`src/bug_pkg.sv`:
```
`default_nettype none

package bug_pkg;

  localparam int SAMPLE_COUNT = 8;
  localparam int SAMPLE_W     = 12;
  localparam int MV_W         = 16;
  localparam int TICKS_W      = 8;
  localparam int SUM_W        = SAMPLE_W + $clog2(SAMPLE_COUNT);
  // avg * 33300 + 2047 stays below 2^28
  localparam int PROD_W       = 28;
  localparam int ADDR_W       = 4;
  localparam int DATA_W       = 32;

  typedef logic [SAMPLE_W-1:0] sample_t;
  typedef logic [MV_W-1:0]     mv_t;
  typedef logic [TICKS_W-1:0]  ticks_t;
  typedef sample_t [SAMPLE_COUNT-1:0] sample_vec_t;

  localparam mv_t     MV_FULL_SCALE = 16'd33300;
  localparam sample_t MV_ROUND      = 12'd2047;
  localparam sample_t ADC_FULL      = 12'd4095;

  localparam mv_t    STOP_RESET   = 16'd22000;
  localparam mv_t    RESUME_RESET = 16'd23000;
  localparam ticks_t PERIOD_RESET = 8'd50;

  localparam logic [1:0] REG_STOP   = 2'd0;
  localparam logic [1:0] REG_RESUME = 2'd1;
  localparam logic [1:0] REG_PERIOD = 2'd2;

  typedef struct packed {
    mv_t    stop;
    mv_t    resume;
    ticks_t period;
  } cfg_t;

  typedef struct packed {
    logic    valid;
    sample_t avg;
    mv_t     mv;
  } meas_t;

  typedef struct packed {
    logic    valid;
    logic    low_voltage;
    logic    measured;
    sample_t average_raw;
    mv_t     battery_millivolts;
  } res_t;

endpackage

`default_nettype wire

```
`src/bug_ifs.sv`:
```
`default_nettype none

interface bug_in_if;
  logic             valid;
  logic             ready;
  bug_pkg::sample_t sample_0;
  bug_pkg::sample_t sample_1;
  bug_pkg::sample_t sample_2;
  bug_pkg::sample_t sample_3;
  bug_pkg::sample_t sample_4;
  bug_pkg::sample_t sample_5;
  bug_pkg::sample_t sample_6;
  bug_pkg::sample_t sample_7;

  modport source (output valid, sample_0, sample_1, sample_2, sample_3,
                  sample_4, sample_5, sample_6, sample_7, input ready);
  modport sink   (input valid, sample_0, sample_1, sample_2, sample_3,
                  sample_4, sample_5, sample_6, sample_7, output ready);
endinterface

interface bug_out_if;
  logic             valid;
  logic             ready;
  logic             low_voltage;
  logic             measured;
  bug_pkg::sample_t average_raw;
  bug_pkg::mv_t     battery_millivolts;

  modport source (output valid, low_voltage, measured, average_raw,
                  battery_millivolts, input ready);
  modport sink   (input valid, low_voltage, measured, average_raw,
                  battery_millivolts, output ready);
endinterface

`default_nettype wire

```
`src/bug_cfg_regs.sv`:
```
`default_nettype none

module bug_cfg_regs (
  input  wire logic                       clk,
  input  wire logic                       rst_n,
  input  wire logic                       psel,
  input  wire logic                       penable,
  input  wire logic                       pwrite,
  input  wire logic [bug_pkg::ADDR_W-1:0] paddr,
  input  wire logic [bug_pkg::DATA_W-1:0] pwdata,
  output logic      [bug_pkg::DATA_W-1:0] prdata,
  output logic                            pready,
  output bug_pkg::cfg_t                   cfg
);

  bug_pkg::cfg_t cfg_r;
  logic [1:0]    idx;
  logic          wr_en;

  assign idx    = paddr[3:2];
  assign wr_en  = psel && penable && pwrite;
  assign pready = 1'b1;
  assign cfg    = cfg_r;

  always_ff @(posedge clk) begin
    if (!rst_n) begin
      cfg_r.stop   <= bug_pkg::STOP_RESET;
      cfg_r.resume <= bug_pkg::RESUME_RESET;
      cfg_r.period <= bug_pkg::PERIOD_RESET;
    end else if (wr_en) begin
      unique case (idx)
        bug_pkg::REG_STOP:   cfg_r.stop   <= pwdata[bug_pkg::MV_W-1:0];
        bug_pkg::REG_RESUME: cfg_r.resume <= pwdata[bug_pkg::MV_W-1:0];
        bug_pkg::REG_PERIOD: cfg_r.period <= pwdata[bug_pkg::TICKS_W-1:0];
        default: ;
      endcase
    end
  end

  always_comb begin
    unique case (idx)
      bug_pkg::REG_STOP:   prdata = bug_pkg::DATA_W'(cfg_r.stop);
      bug_pkg::REG_RESUME: prdata = bug_pkg::DATA_W'(cfg_r.resume);
      bug_pkg::REG_PERIOD: prdata = bug_pkg::DATA_W'(cfg_r.period);
      default:             prdata = '0;
    endcase
  end

endmodule

`default_nettype wire

```
`src/bug_scale.sv`:
```
`default_nettype none

module bug_scale (
  input  wire logic                 clk,
  input  wire logic                 rst_n,
  input  wire logic                 adv,
  input  wire logic                 in_valid,
  input  wire bug_pkg::sample_vec_t samples,
  output bug_pkg::meas_t            meas
);

  // stage 1: input register
  logic                 v1_r;
  bug_pkg::sample_vec_t smp1_r;
  // stage 2: average
  logic                 v2_r;
  bug_pkg::sample_t     avg2_r;
  // stage 3: scaled product
  logic                       v3_r;
  bug_pkg::sample_t           avg3_r;
  logic [bug_pkg::PROD_W-1:0] prod3_r;
  // stage 4: quotient estimate
  logic                       v4_r;
  bug_pkg::sample_t           avg4_r;
  logic [bug_pkg::PROD_W-1:0] prod4_r;
  bug_pkg::mv_t               q4_r;
  // stage 5: corrected quotient
  bug_pkg::meas_t             meas_r;

  logic [bug_pkg::SUM_W-1:0]  sum;
  logic [bug_pkg::PROD_W:0]   est;
  logic [bug_pkg::PROD_W-1:0] back;
  logic [bug_pkg::PROD_W-1:0] rem;
  bug_pkg::mv_t               q_fix;

  always_comb begin
    sum = '0;
    for (int i = 0; i < bug_pkg::SAMPLE_COUNT; i++) begin
      sum = sum + bug_pkg::SUM_W'(smp1_r[i]);
    end
  end

  // x/4095 ~ (x + x/4096 + x/4096^2)/4096, low by at most one
  assign est = (bug_pkg::PROD_W+1)'(prod3_r)
             + (bug_pkg::PROD_W+1)'(prod3_r >> 12)
             + (bug_pkg::PROD_W+1)'(prod3_r >> 24);

  assign back  = {q4_r, 12'b0} - bug_pkg::PROD_W'(q4_r);
  assign rem   = prod4_r - back;
  assign q_fix = (rem >= bug_pkg::PROD_W'(bug_pkg::ADC_FULL)) ? q4_r + 16'd1 : q4_r;

  always_ff @(posedge clk) begin
    if (!rst_n) begin
      v1_r         <= 1'b0;
      v2_r         <= 1'b0;
      v3_r         <= 1'b0;
      v4_r         <= 1'b0;
      meas_r.valid <= 1'b0;
    end else if (adv) begin
      v1_r         <= in_valid;
      v2_r         <= v1_r;
      v3_r         <= v2_r;
      v4_r         <= v3_r;
      meas_r.valid <= v4_r;
    end
  end

  always_ff @(posedge clk) begin
    if (adv) begin
      smp1_r      <= samples;
      avg2_r      <= sum[bug_pkg::SUM_W-1:bug_pkg::SUM_W-bug_pkg::SAMPLE_W];
      avg3_r      <= avg2_r;
      prod3_r     <= bug_pkg::PROD_W'(avg2_r) * bug_pkg::PROD_W'(bug_pkg::MV_FULL_SCALE)
                   + bug_pkg::PROD_W'(bug_pkg::MV_ROUND);
      avg4_r      <= avg3_r;
      prod4_r     <= prod3_r;
      q4_r        <= est[bug_pkg::PROD_W-1:12];
      meas_r.avg  <= avg4_r;
      meas_r.mv   <= q_fix;
    end
  end

  assign meas = meas_r;

endmodule

`default_nettype wire

```
`src/bug_guard.sv`:
```
`default_nettype none

module bug_guard (
  input  wire logic           clk,
  input  wire logic           rst_n,
  input  wire logic           adv,
  input  wire bug_pkg::meas_t meas,
  input  wire bug_pkg::cfg_t  cfg,
  output bug_pkg::res_t       res
);

  bug_pkg::ticks_t  cnt_r;
  logic             low_r;
  bug_pkg::sample_t avg_r;
  bug_pkg::mv_t     mv_r;
  logic             valid_r;
  logic             measured_r;

  bug_pkg::ticks_t  cnt_inc;
  logic             take;

  assign cnt_inc = cnt_r + 8'd1;
  assign take    = !(cnt_inc < cfg.period);

  always_ff @(posedge clk) begin
    if (!rst_n) begin
      valid_r <= 1'b0;
      cnt_r   <= '0;
      low_r   <= 1'b0;
      avg_r   <= '0;
      mv_r    <= '0;
    end else if (adv) begin
      valid_r <= meas.valid;
      if (meas.valid) begin
        if (take) begin
          cnt_r <= '0;
          avg_r <= meas.avg;
          mv_r  <= meas.mv;
          if (!low_r && (meas.mv < cfg.stop)) begin
            low_r <= 1'b1;
          end else if (low_r && (meas.mv > cfg.resume)) begin
            low_r <= 1'b0;
          end
        end else begin
          cnt_r <= cnt_inc;
        end
      end
    end
  end

  always_ff @(posedge clk) begin
    if (adv && meas.valid) begin
      measured_r <= take;
    end
  end

  assign res.valid              = valid_r;
  assign res.low_voltage        = low_r;
  assign res.measured           = measured_r;
  assign res.average_raw        = avg_r;
  assign res.battery_millivolts = mv_r;

endmodule

`default_nettype wire

```
`src/battery_undervoltage_guard.sv`:
```
`default_nettype none

// Battery undervoltage guard. One request is one timer tick with eight ADC samples; every
// request gives exactly one result, in order. Unless stalled, throughput is one tick per
// clock; a result appears once its request has passed a six-register chain (input
// register, average, scale multiply, reciprocal estimate, quotient correction, guard state
// and result register). The whole chain stalls while a result waits on out_ch. The tick
// counter and hysteresis flag live in the last stage, so each tick sees the state left by
// the one before it. Registers sit at byte addresses 0 (stop level), 4 (resume level) and
// 8 (sample period) and should be written only while no tick is in flight.
module battery_undervoltage_guard (
  input  wire logic                       clk,
  input  wire logic                       rst_n,
  bug_in_if.sink                          in_ch,
  bug_out_if.source                       out_ch,
  input  wire logic                       psel,
  input  wire logic                       penable,
  input  wire logic                       pwrite,
  input  wire logic [bug_pkg::ADDR_W-1:0] paddr,
  input  wire logic [bug_pkg::DATA_W-1:0] pwdata,
  output logic      [bug_pkg::DATA_W-1:0] prdata,
  output logic                            pready
);

  bug_pkg::cfg_t        cfg;
  bug_pkg::meas_t       meas;
  bug_pkg::res_t        res;
  bug_pkg::sample_vec_t samples;
  logic                 adv;

  assign adv         = !(res.valid && !out_ch.ready);
  assign in_ch.ready = adv;

  assign samples[0] = in_ch.sample_0;
  assign samples[1] = in_ch.sample_1;
  assign samples[2] = in_ch.sample_2;
  assign samples[3] = in_ch.sample_3;
  assign samples[4] = in_ch.sample_4;
  assign samples[5] = in_ch.sample_5;
  assign samples[6] = in_ch.sample_6;
  assign samples[7] = in_ch.sample_7;

  bug_cfg_regs u_cfg (
    .clk     (clk),
    .rst_n   (rst_n),
    .psel    (psel),
    .penable (penable),
    .pwrite  (pwrite),
    .paddr   (paddr),
    .pwdata  (pwdata),
    .prdata  (prdata),
    .pready  (pready),
    .cfg     (cfg)
  );

  bug_scale u_scale (
    .clk      (clk),
    .rst_n    (rst_n),
    .adv      (adv),
    .in_valid (in_ch.valid),
    .samples  (samples),
    .meas     (meas)
  );

  bug_guard u_guard (
    .clk   (clk),
    .rst_n (rst_n),
    .adv   (adv),
    .meas  (meas),
    .cfg   (cfg),
    .res   (res)
  );

  assign out_ch.valid              = res.valid;
  assign out_ch.low_voltage        = res.low_voltage;
  assign out_ch.measured           = res.measured;
  assign out_ch.average_raw        = res.average_raw;
  assign out_ch.battery_millivolts = res.battery_millivolts;

  // a held result freezes the chain, so no new request may be taken
  a_stall_blocks_input: assert property (@(posedge clk) disable iff (!rst_n)
    (out_ch.valid && !out_ch.ready) |-> !in_ch.ready)
    else $error("request taken while result stalled");

  a_mv_in_range: assert property (@(posedge clk) disable iff (!rst_n)
    out_ch.valid |-> (out_ch.battery_millivolts <= bug_pkg::MV_FULL_SCALE))
    else $error("millivolt value out of range");

  a_meas_mv_in_range: assert property (@(posedge clk) disable iff (!rst_n)
    meas.valid |-> (meas.mv <= bug_pkg::MV_FULL_SCALE))
    else $error("scaled quotient out of range");

endmodule

`default_nettype wire
```
`src/flat_wrapper.sv`:
```
// flat-port wrapper written by rule: the top's interface ports become plain ports
module battery_undervoltage_guard_flat 
  (clk, rst_n, psel, penable, pwrite, paddr, pwdata, prdata, pready, in_ch_valid, in_ch_sample_0, in_ch_sample_1, in_ch_sample_2, in_ch_sample_3, in_ch_sample_4, in_ch_sample_5, in_ch_sample_6, in_ch_sample_7, in_ch_ready, out_ch_valid, out_ch_low_voltage, out_ch_measured, out_ch_average_raw, out_ch_battery_millivolts, out_ch_ready);
  bug_in_if in_ch_i ();
  bug_out_if out_ch_i ();
  input  wire logic clk;
  input  wire logic rst_n;
  input  wire logic psel;
  input  wire logic penable;
  input  wire logic pwrite;
  input  wire logic [bug_pkg::ADDR_W-1:0] paddr;
  input  wire logic [bug_pkg::DATA_W-1:0] pwdata;
  output logic      [bug_pkg::DATA_W-1:0] prdata;
  output logic pready;
  input wire logic [$bits(in_ch_i.valid)-1:0] in_ch_valid;
  input wire logic [$bits(in_ch_i.sample_0)-1:0] in_ch_sample_0;
  input wire logic [$bits(in_ch_i.sample_1)-1:0] in_ch_sample_1;
  input wire logic [$bits(in_ch_i.sample_2)-1:0] in_ch_sample_2;
  input wire logic [$bits(in_ch_i.sample_3)-1:0] in_ch_sample_3;
  input wire logic [$bits(in_ch_i.sample_4)-1:0] in_ch_sample_4;
  input wire logic [$bits(in_ch_i.sample_5)-1:0] in_ch_sample_5;
  input wire logic [$bits(in_ch_i.sample_6)-1:0] in_ch_sample_6;
  input wire logic [$bits(in_ch_i.sample_7)-1:0] in_ch_sample_7;
  output wire logic [$bits(in_ch_i.ready)-1:0] in_ch_ready;
  output wire logic [$bits(out_ch_i.valid)-1:0] out_ch_valid;
  output wire logic [$bits(out_ch_i.low_voltage)-1:0] out_ch_low_voltage;
  output wire logic [$bits(out_ch_i.measured)-1:0] out_ch_measured;
  output wire logic [$bits(out_ch_i.average_raw)-1:0] out_ch_average_raw;
  output wire logic [$bits(out_ch_i.battery_millivolts)-1:0] out_ch_battery_millivolts;
  input wire logic [$bits(out_ch_i.ready)-1:0] out_ch_ready;
  assign in_ch_i.valid = in_ch_valid;
  assign in_ch_i.sample_0 = in_ch_sample_0;
  assign in_ch_i.sample_1 = in_ch_sample_1;
  assign in_ch_i.sample_2 = in_ch_sample_2;
  assign in_ch_i.sample_3 = in_ch_sample_3;
  assign in_ch_i.sample_4 = in_ch_sample_4;
  assign in_ch_i.sample_5 = in_ch_sample_5;
  assign in_ch_i.sample_6 = in_ch_sample_6;
  assign in_ch_i.sample_7 = in_ch_sample_7;
  assign in_ch_ready = in_ch_i.ready;
  assign out_ch_valid = out_ch_i.valid;
  assign out_ch_low_voltage = out_ch_i.low_voltage;
  assign out_ch_measured = out_ch_i.measured;
  assign out_ch_average_raw = out_ch_i.average_raw;
  assign out_ch_battery_millivolts = out_ch_i.battery_millivolts;
  assign out_ch_i.ready = out_ch_ready;
  battery_undervoltage_guard u_core (.clk(clk), .rst_n(rst_n), .in_ch(in_ch_i), .out_ch(out_ch_i), .psel(psel), .penable(penable), .pwrite(pwrite), .paddr(paddr), .pwdata(pwdata), .prdata(prdata), .pready(pready));
endmodule
```
`config.mk`:
```
export PLATFORM = sky130hd
export DESIGN_NAME = battery_undervoltage_guard_flat
export DESIGN_NICKNAME = d
export VERILOG_FILES = /design/src/bug_pkg.sv /design/src/bug_ifs.sv /design/src/bug_cfg_regs.sv /design/src/bug_scale.sv /design/src/bug_guard.sv /design/src/battery_undervoltage_guard.sv /design/src/flat_wrapper.sv
export SDC_FILE = /design/constraint.sdc
export NUM_CORES = 1
export LEC_CHECK = 0
export BUFFER_PORTS_ARGS = -buffer_cell sky130_fd_sc_hd__buf_2
export CAP_MARGIN = 0
export CORE_UTILIZATION = 60
export CTS_BUF_LIST = sky130_fd_sc_hd__clkbuf_16
export DETAILED_ROUTE_END_ITERATION = 10
export PLACE_DENSITY = 0.81
export SLEW_MARGIN = 20
export SYNTH_ARGS = -nofsm -noshare
export SYNTH_HDL_FRONTEND = slang
export SYNTH_SLANG_ARGS = --single-unit
```
`constraint.sdc`:
```
create_clock -name clk -period 11.83 [get_ports clk]
set_input_delay 1.7745 -clock clk [delete_from_list [all_inputs] [get_ports clk]]
set_output_delay 1.7745 -clock clk [all_outputs]
set_load 0.02 [all_outputs]
```
==> flow_summary.yaml <==
run_status:
  outcome: "finished, final reports clean"
worst_setup_path:
  crit_family: "simple AND/OR/NAND/NOR gates"
  cp_max_fo: 27
  setup.worst_path.start_class: "flop"
  cp_num_buf_inv: 2
  critical_path_class: "reg2reg"
  critPathRequiredTime_ps: 12150
  crit_top_cell: "ha_1"
  crit_chain: "clkinv_1, ha_1, inv_1, ha_1, ha_1, nor2_1, a211oi_1, o211ai_1, and4_1, a2111oi_0, nor4b_1, and4_1, nand2_1, mux2_2"
  arrival_ps: 6240
  endpoint_kind: "flop"
  crit_slowest_cell: "and4_1"
  slowest_delay_ps: 900
layout:
  area_delta_synth_final_pct: 11.0
  fillers: 2383
  drive_above_1_share_pct: 12.5
  seq_area_um2: 8540
  layout.nets: 2405
  multi_input_area_um2: 10100
synth:
  ys_ff_latch: 312
  ys_seq_area_share_pct: 43.3
  synthArstFlopShare_pct: 0
  netlist_instances: 1812
  netlist.top_cell.by_area: "edfxtp_1"
  synthesis.area_um2: 19700
  synthTopCellsByCount: "edfxtp_1 (229), inv_1 (226), ha_1 (209), nand2_1 (188), fa_1 (88)"
  synth-edff-count: 229
  yosysMostFrequentCell: "edfxtp_1"
  synth_warnings: 0
  yosysTopAreaCellShare_pct: 34.9
  synth_ff_type: "edfxtp_1"
  ys_types: 81
  ys_top_cells_by_area: "edfxtp_1 (35%), ha_1 (13%), fa_1 (8.9%)"
  syn_area_per_cell_um2: 10.9
route:
  routed_via_density: 5.59
  top_layer: "met4"
  remaining_drc_errors: 0
  drtPass1Iterations: 5
  wl_met1_mm: 16.7
  drt_iter0_markers: 800
  drt_wl_total_mm: 40.8
  vias: 13600
  route.met3.wl_mm: 1.66
  wire_per_inst_um: 16.7
  wl_met2_mm: 21.1
  antenna_left: 0
placement:
  place.port_buffers: 168
  gp_congestion: 0.904
  detailedPlacementHpwl_mm: 30.8
cts:
  clkSlewWorstSetupHoldPaths_ps: 60
  cts_resized: 0
  cts_tree: "built"
  cts.hold.buffers_added: 0
  htreeDepth: 1
  clock-root-buffer: "clkbuf_16"
  cts_made_buffers: 31
  cts_setup_buffers: 0
  clockBufferDepth: 3
  clk_latency_ps: 570
  clock-sinks: 312
floorplan:
  io_pins: 204
  initial_core_util_pct: 60.8
  fp.dieW_um: 183
  rows: 66
  core_um2: 32500
  die_area_um2: 33600
  die_h_um: 183
hold_path:
  hold_class: "reg2reg"
global_route:
  grt-ovfl-total: 0
  grt_pass1_vias: 13700
  track_usage_pct: 24.7
  grt_start_max_net_pins: 89
  grt_pass1_wl_mm: 66.5
  antenna_found_initial: 0
sta:
  period_share_pct: 50.0
  slew_headroom_pct: 30.3
  hold_viol_final: 0
  skew_ps: 12.7
  slew_violations: 0
  rsz0062_at_grt: "no"
  worst_slew_pin_slew_ps: 1050
  fin_crit_ps: 5920
  max_freq_mhz: 169
  setup_viol: 0
  fin_tns_setup_ps: 0
run:
  cap_violations: 0
## final timing paths
kind,startpoint,end,slack (ps),cells past startpoint
setup reg to reg,u_core.u_scale.q4_r[5],u_core.u_scale.meas[1],5910,14
hold reg to reg,u_core.u_scale.avg4_r[3],u_core.u_scale.meas[19],420,0
setup / recovery,u_core.u_scale.q4_r[5],u_core.u_scale.meas[1],5910,14
hold / removal,u_core.u_scale.avg4_r[3],u_core.u_scale.meas[19],420,0
## worst reg2reg max path, delay by kind of cell, from the launching register on
kind / cells / cell delay (ps)
muxes: 1 / 350
AOI/OAI and AO/OA: 3 / 1310
and+or+nand+nor: 5 / 1930
DFF: 1 / 610
buffers and inverters: 2 / 440
adders and majority gates: 3 / 1020
## flip-flops by register name (all words and copies together), names as in the netlist, 8 cells and up
register	cells
u_core.u_scale.smp1_r	96
u_core.u_guard.mv_r	16
u_core.u_scale.prod4_r	26
u_core.u_scale.meas	29
u_core.u_guard.cnt_r	8
u_core.u_guard.avg_r	12
u_core.u_scale.avg4_r	12
u_core.u_scale.q4_r	16
u_core.u_scale.prod3_r	26
u_core.u_scale.avg3_r	12
u_core.u_scale.avg2_r	12
u_core.u_cfg.cfg	40
## layout by cell type (no fill, tap or decap), drive strengths merged, types with 14 or more instances in the layout
cell type and count:
o211ai 28, nor3 28, mux2i 33, and3 17, nand2b 16, o21ai 63, o21a 15, xor2 23
clkbuf 32, nor2 60, xnor2 49, conb 17, fa 88, buf 175, nor2b 26, clkinv 14
edfxtp 229, a21boi 50, a21o 27, nand3 40, inv 237, nand4 15, nand2 189, a21oi 63
ha 209, dfxtp 83
## cell type report
cell class / instances / area share (%)
multi-input combinational: 1221 / 45.9
clock buffer: 32 / 3.66
sequential: 312 / 39.0
tap: 442 / 2.53
antenna: 1 / 0.0114
inverter: 228 / 3.91
clock inverter: 26 / 0.863
timing repair buffer: 175 / 4.08
## routing by layer
| metal | track usage [%] | vias to the layer above |
|---|---|---|
| met1 | 30.3 | 6502 |
| li1 | - | 6674 |
| met5 | 0 | - |
| met4 | 7.93 | 0 |
| met3 | 2.58 | 91 |
| met2 | 45.4 | 366 |
## per-stage QoR
| step | cell area (µm²) | hold WS (ps) | setup WS, ps | std cells | util (%) |
|---|---|---|---|---|---|
| 3_3_place_gp | 20900 | 402 | 6010 | 2378 | 64.4 |
| 3_5_place_dp | 20900 | 405 | 5950 | 2378 | 64.4 |
| 6_report | 21900 | 418 | 5910 | 2437 | 67.4 |
| 4_1_cts | 21900 | 420 | 5930 | 2436 | 67.4 |
| 2_1_floorplan | 19800 | 400 | 745 | 1827 | - |
| 5_1_grt | 21900 | 423 | 5580 | 2436 | 67.4 |
## logic make-up (layout without fill, tap and decap cells)
logic type | Yosys count | in the layout | synth area share [%]
AND/OR/NAND/NOR | 462 | 462 | 11.4
AO/OA/AOI/OAI | 337 | 337 | 11.9
flip-flops | 312 | 312 | 43.3
adder cells (fa/ha/maj) | 297 | 297 | 22.2
buffers and inverters | 294 | 461 | 6.13
XOR/XNOR | 72 | 72 | 3.20
multiplexers | 36 | 36 | 1.85
other | 2 | 18 | 0.0381
Power is not shown: default switching activity piles up to over one toggle a cycle in this logic, so the estimate is an artifact.
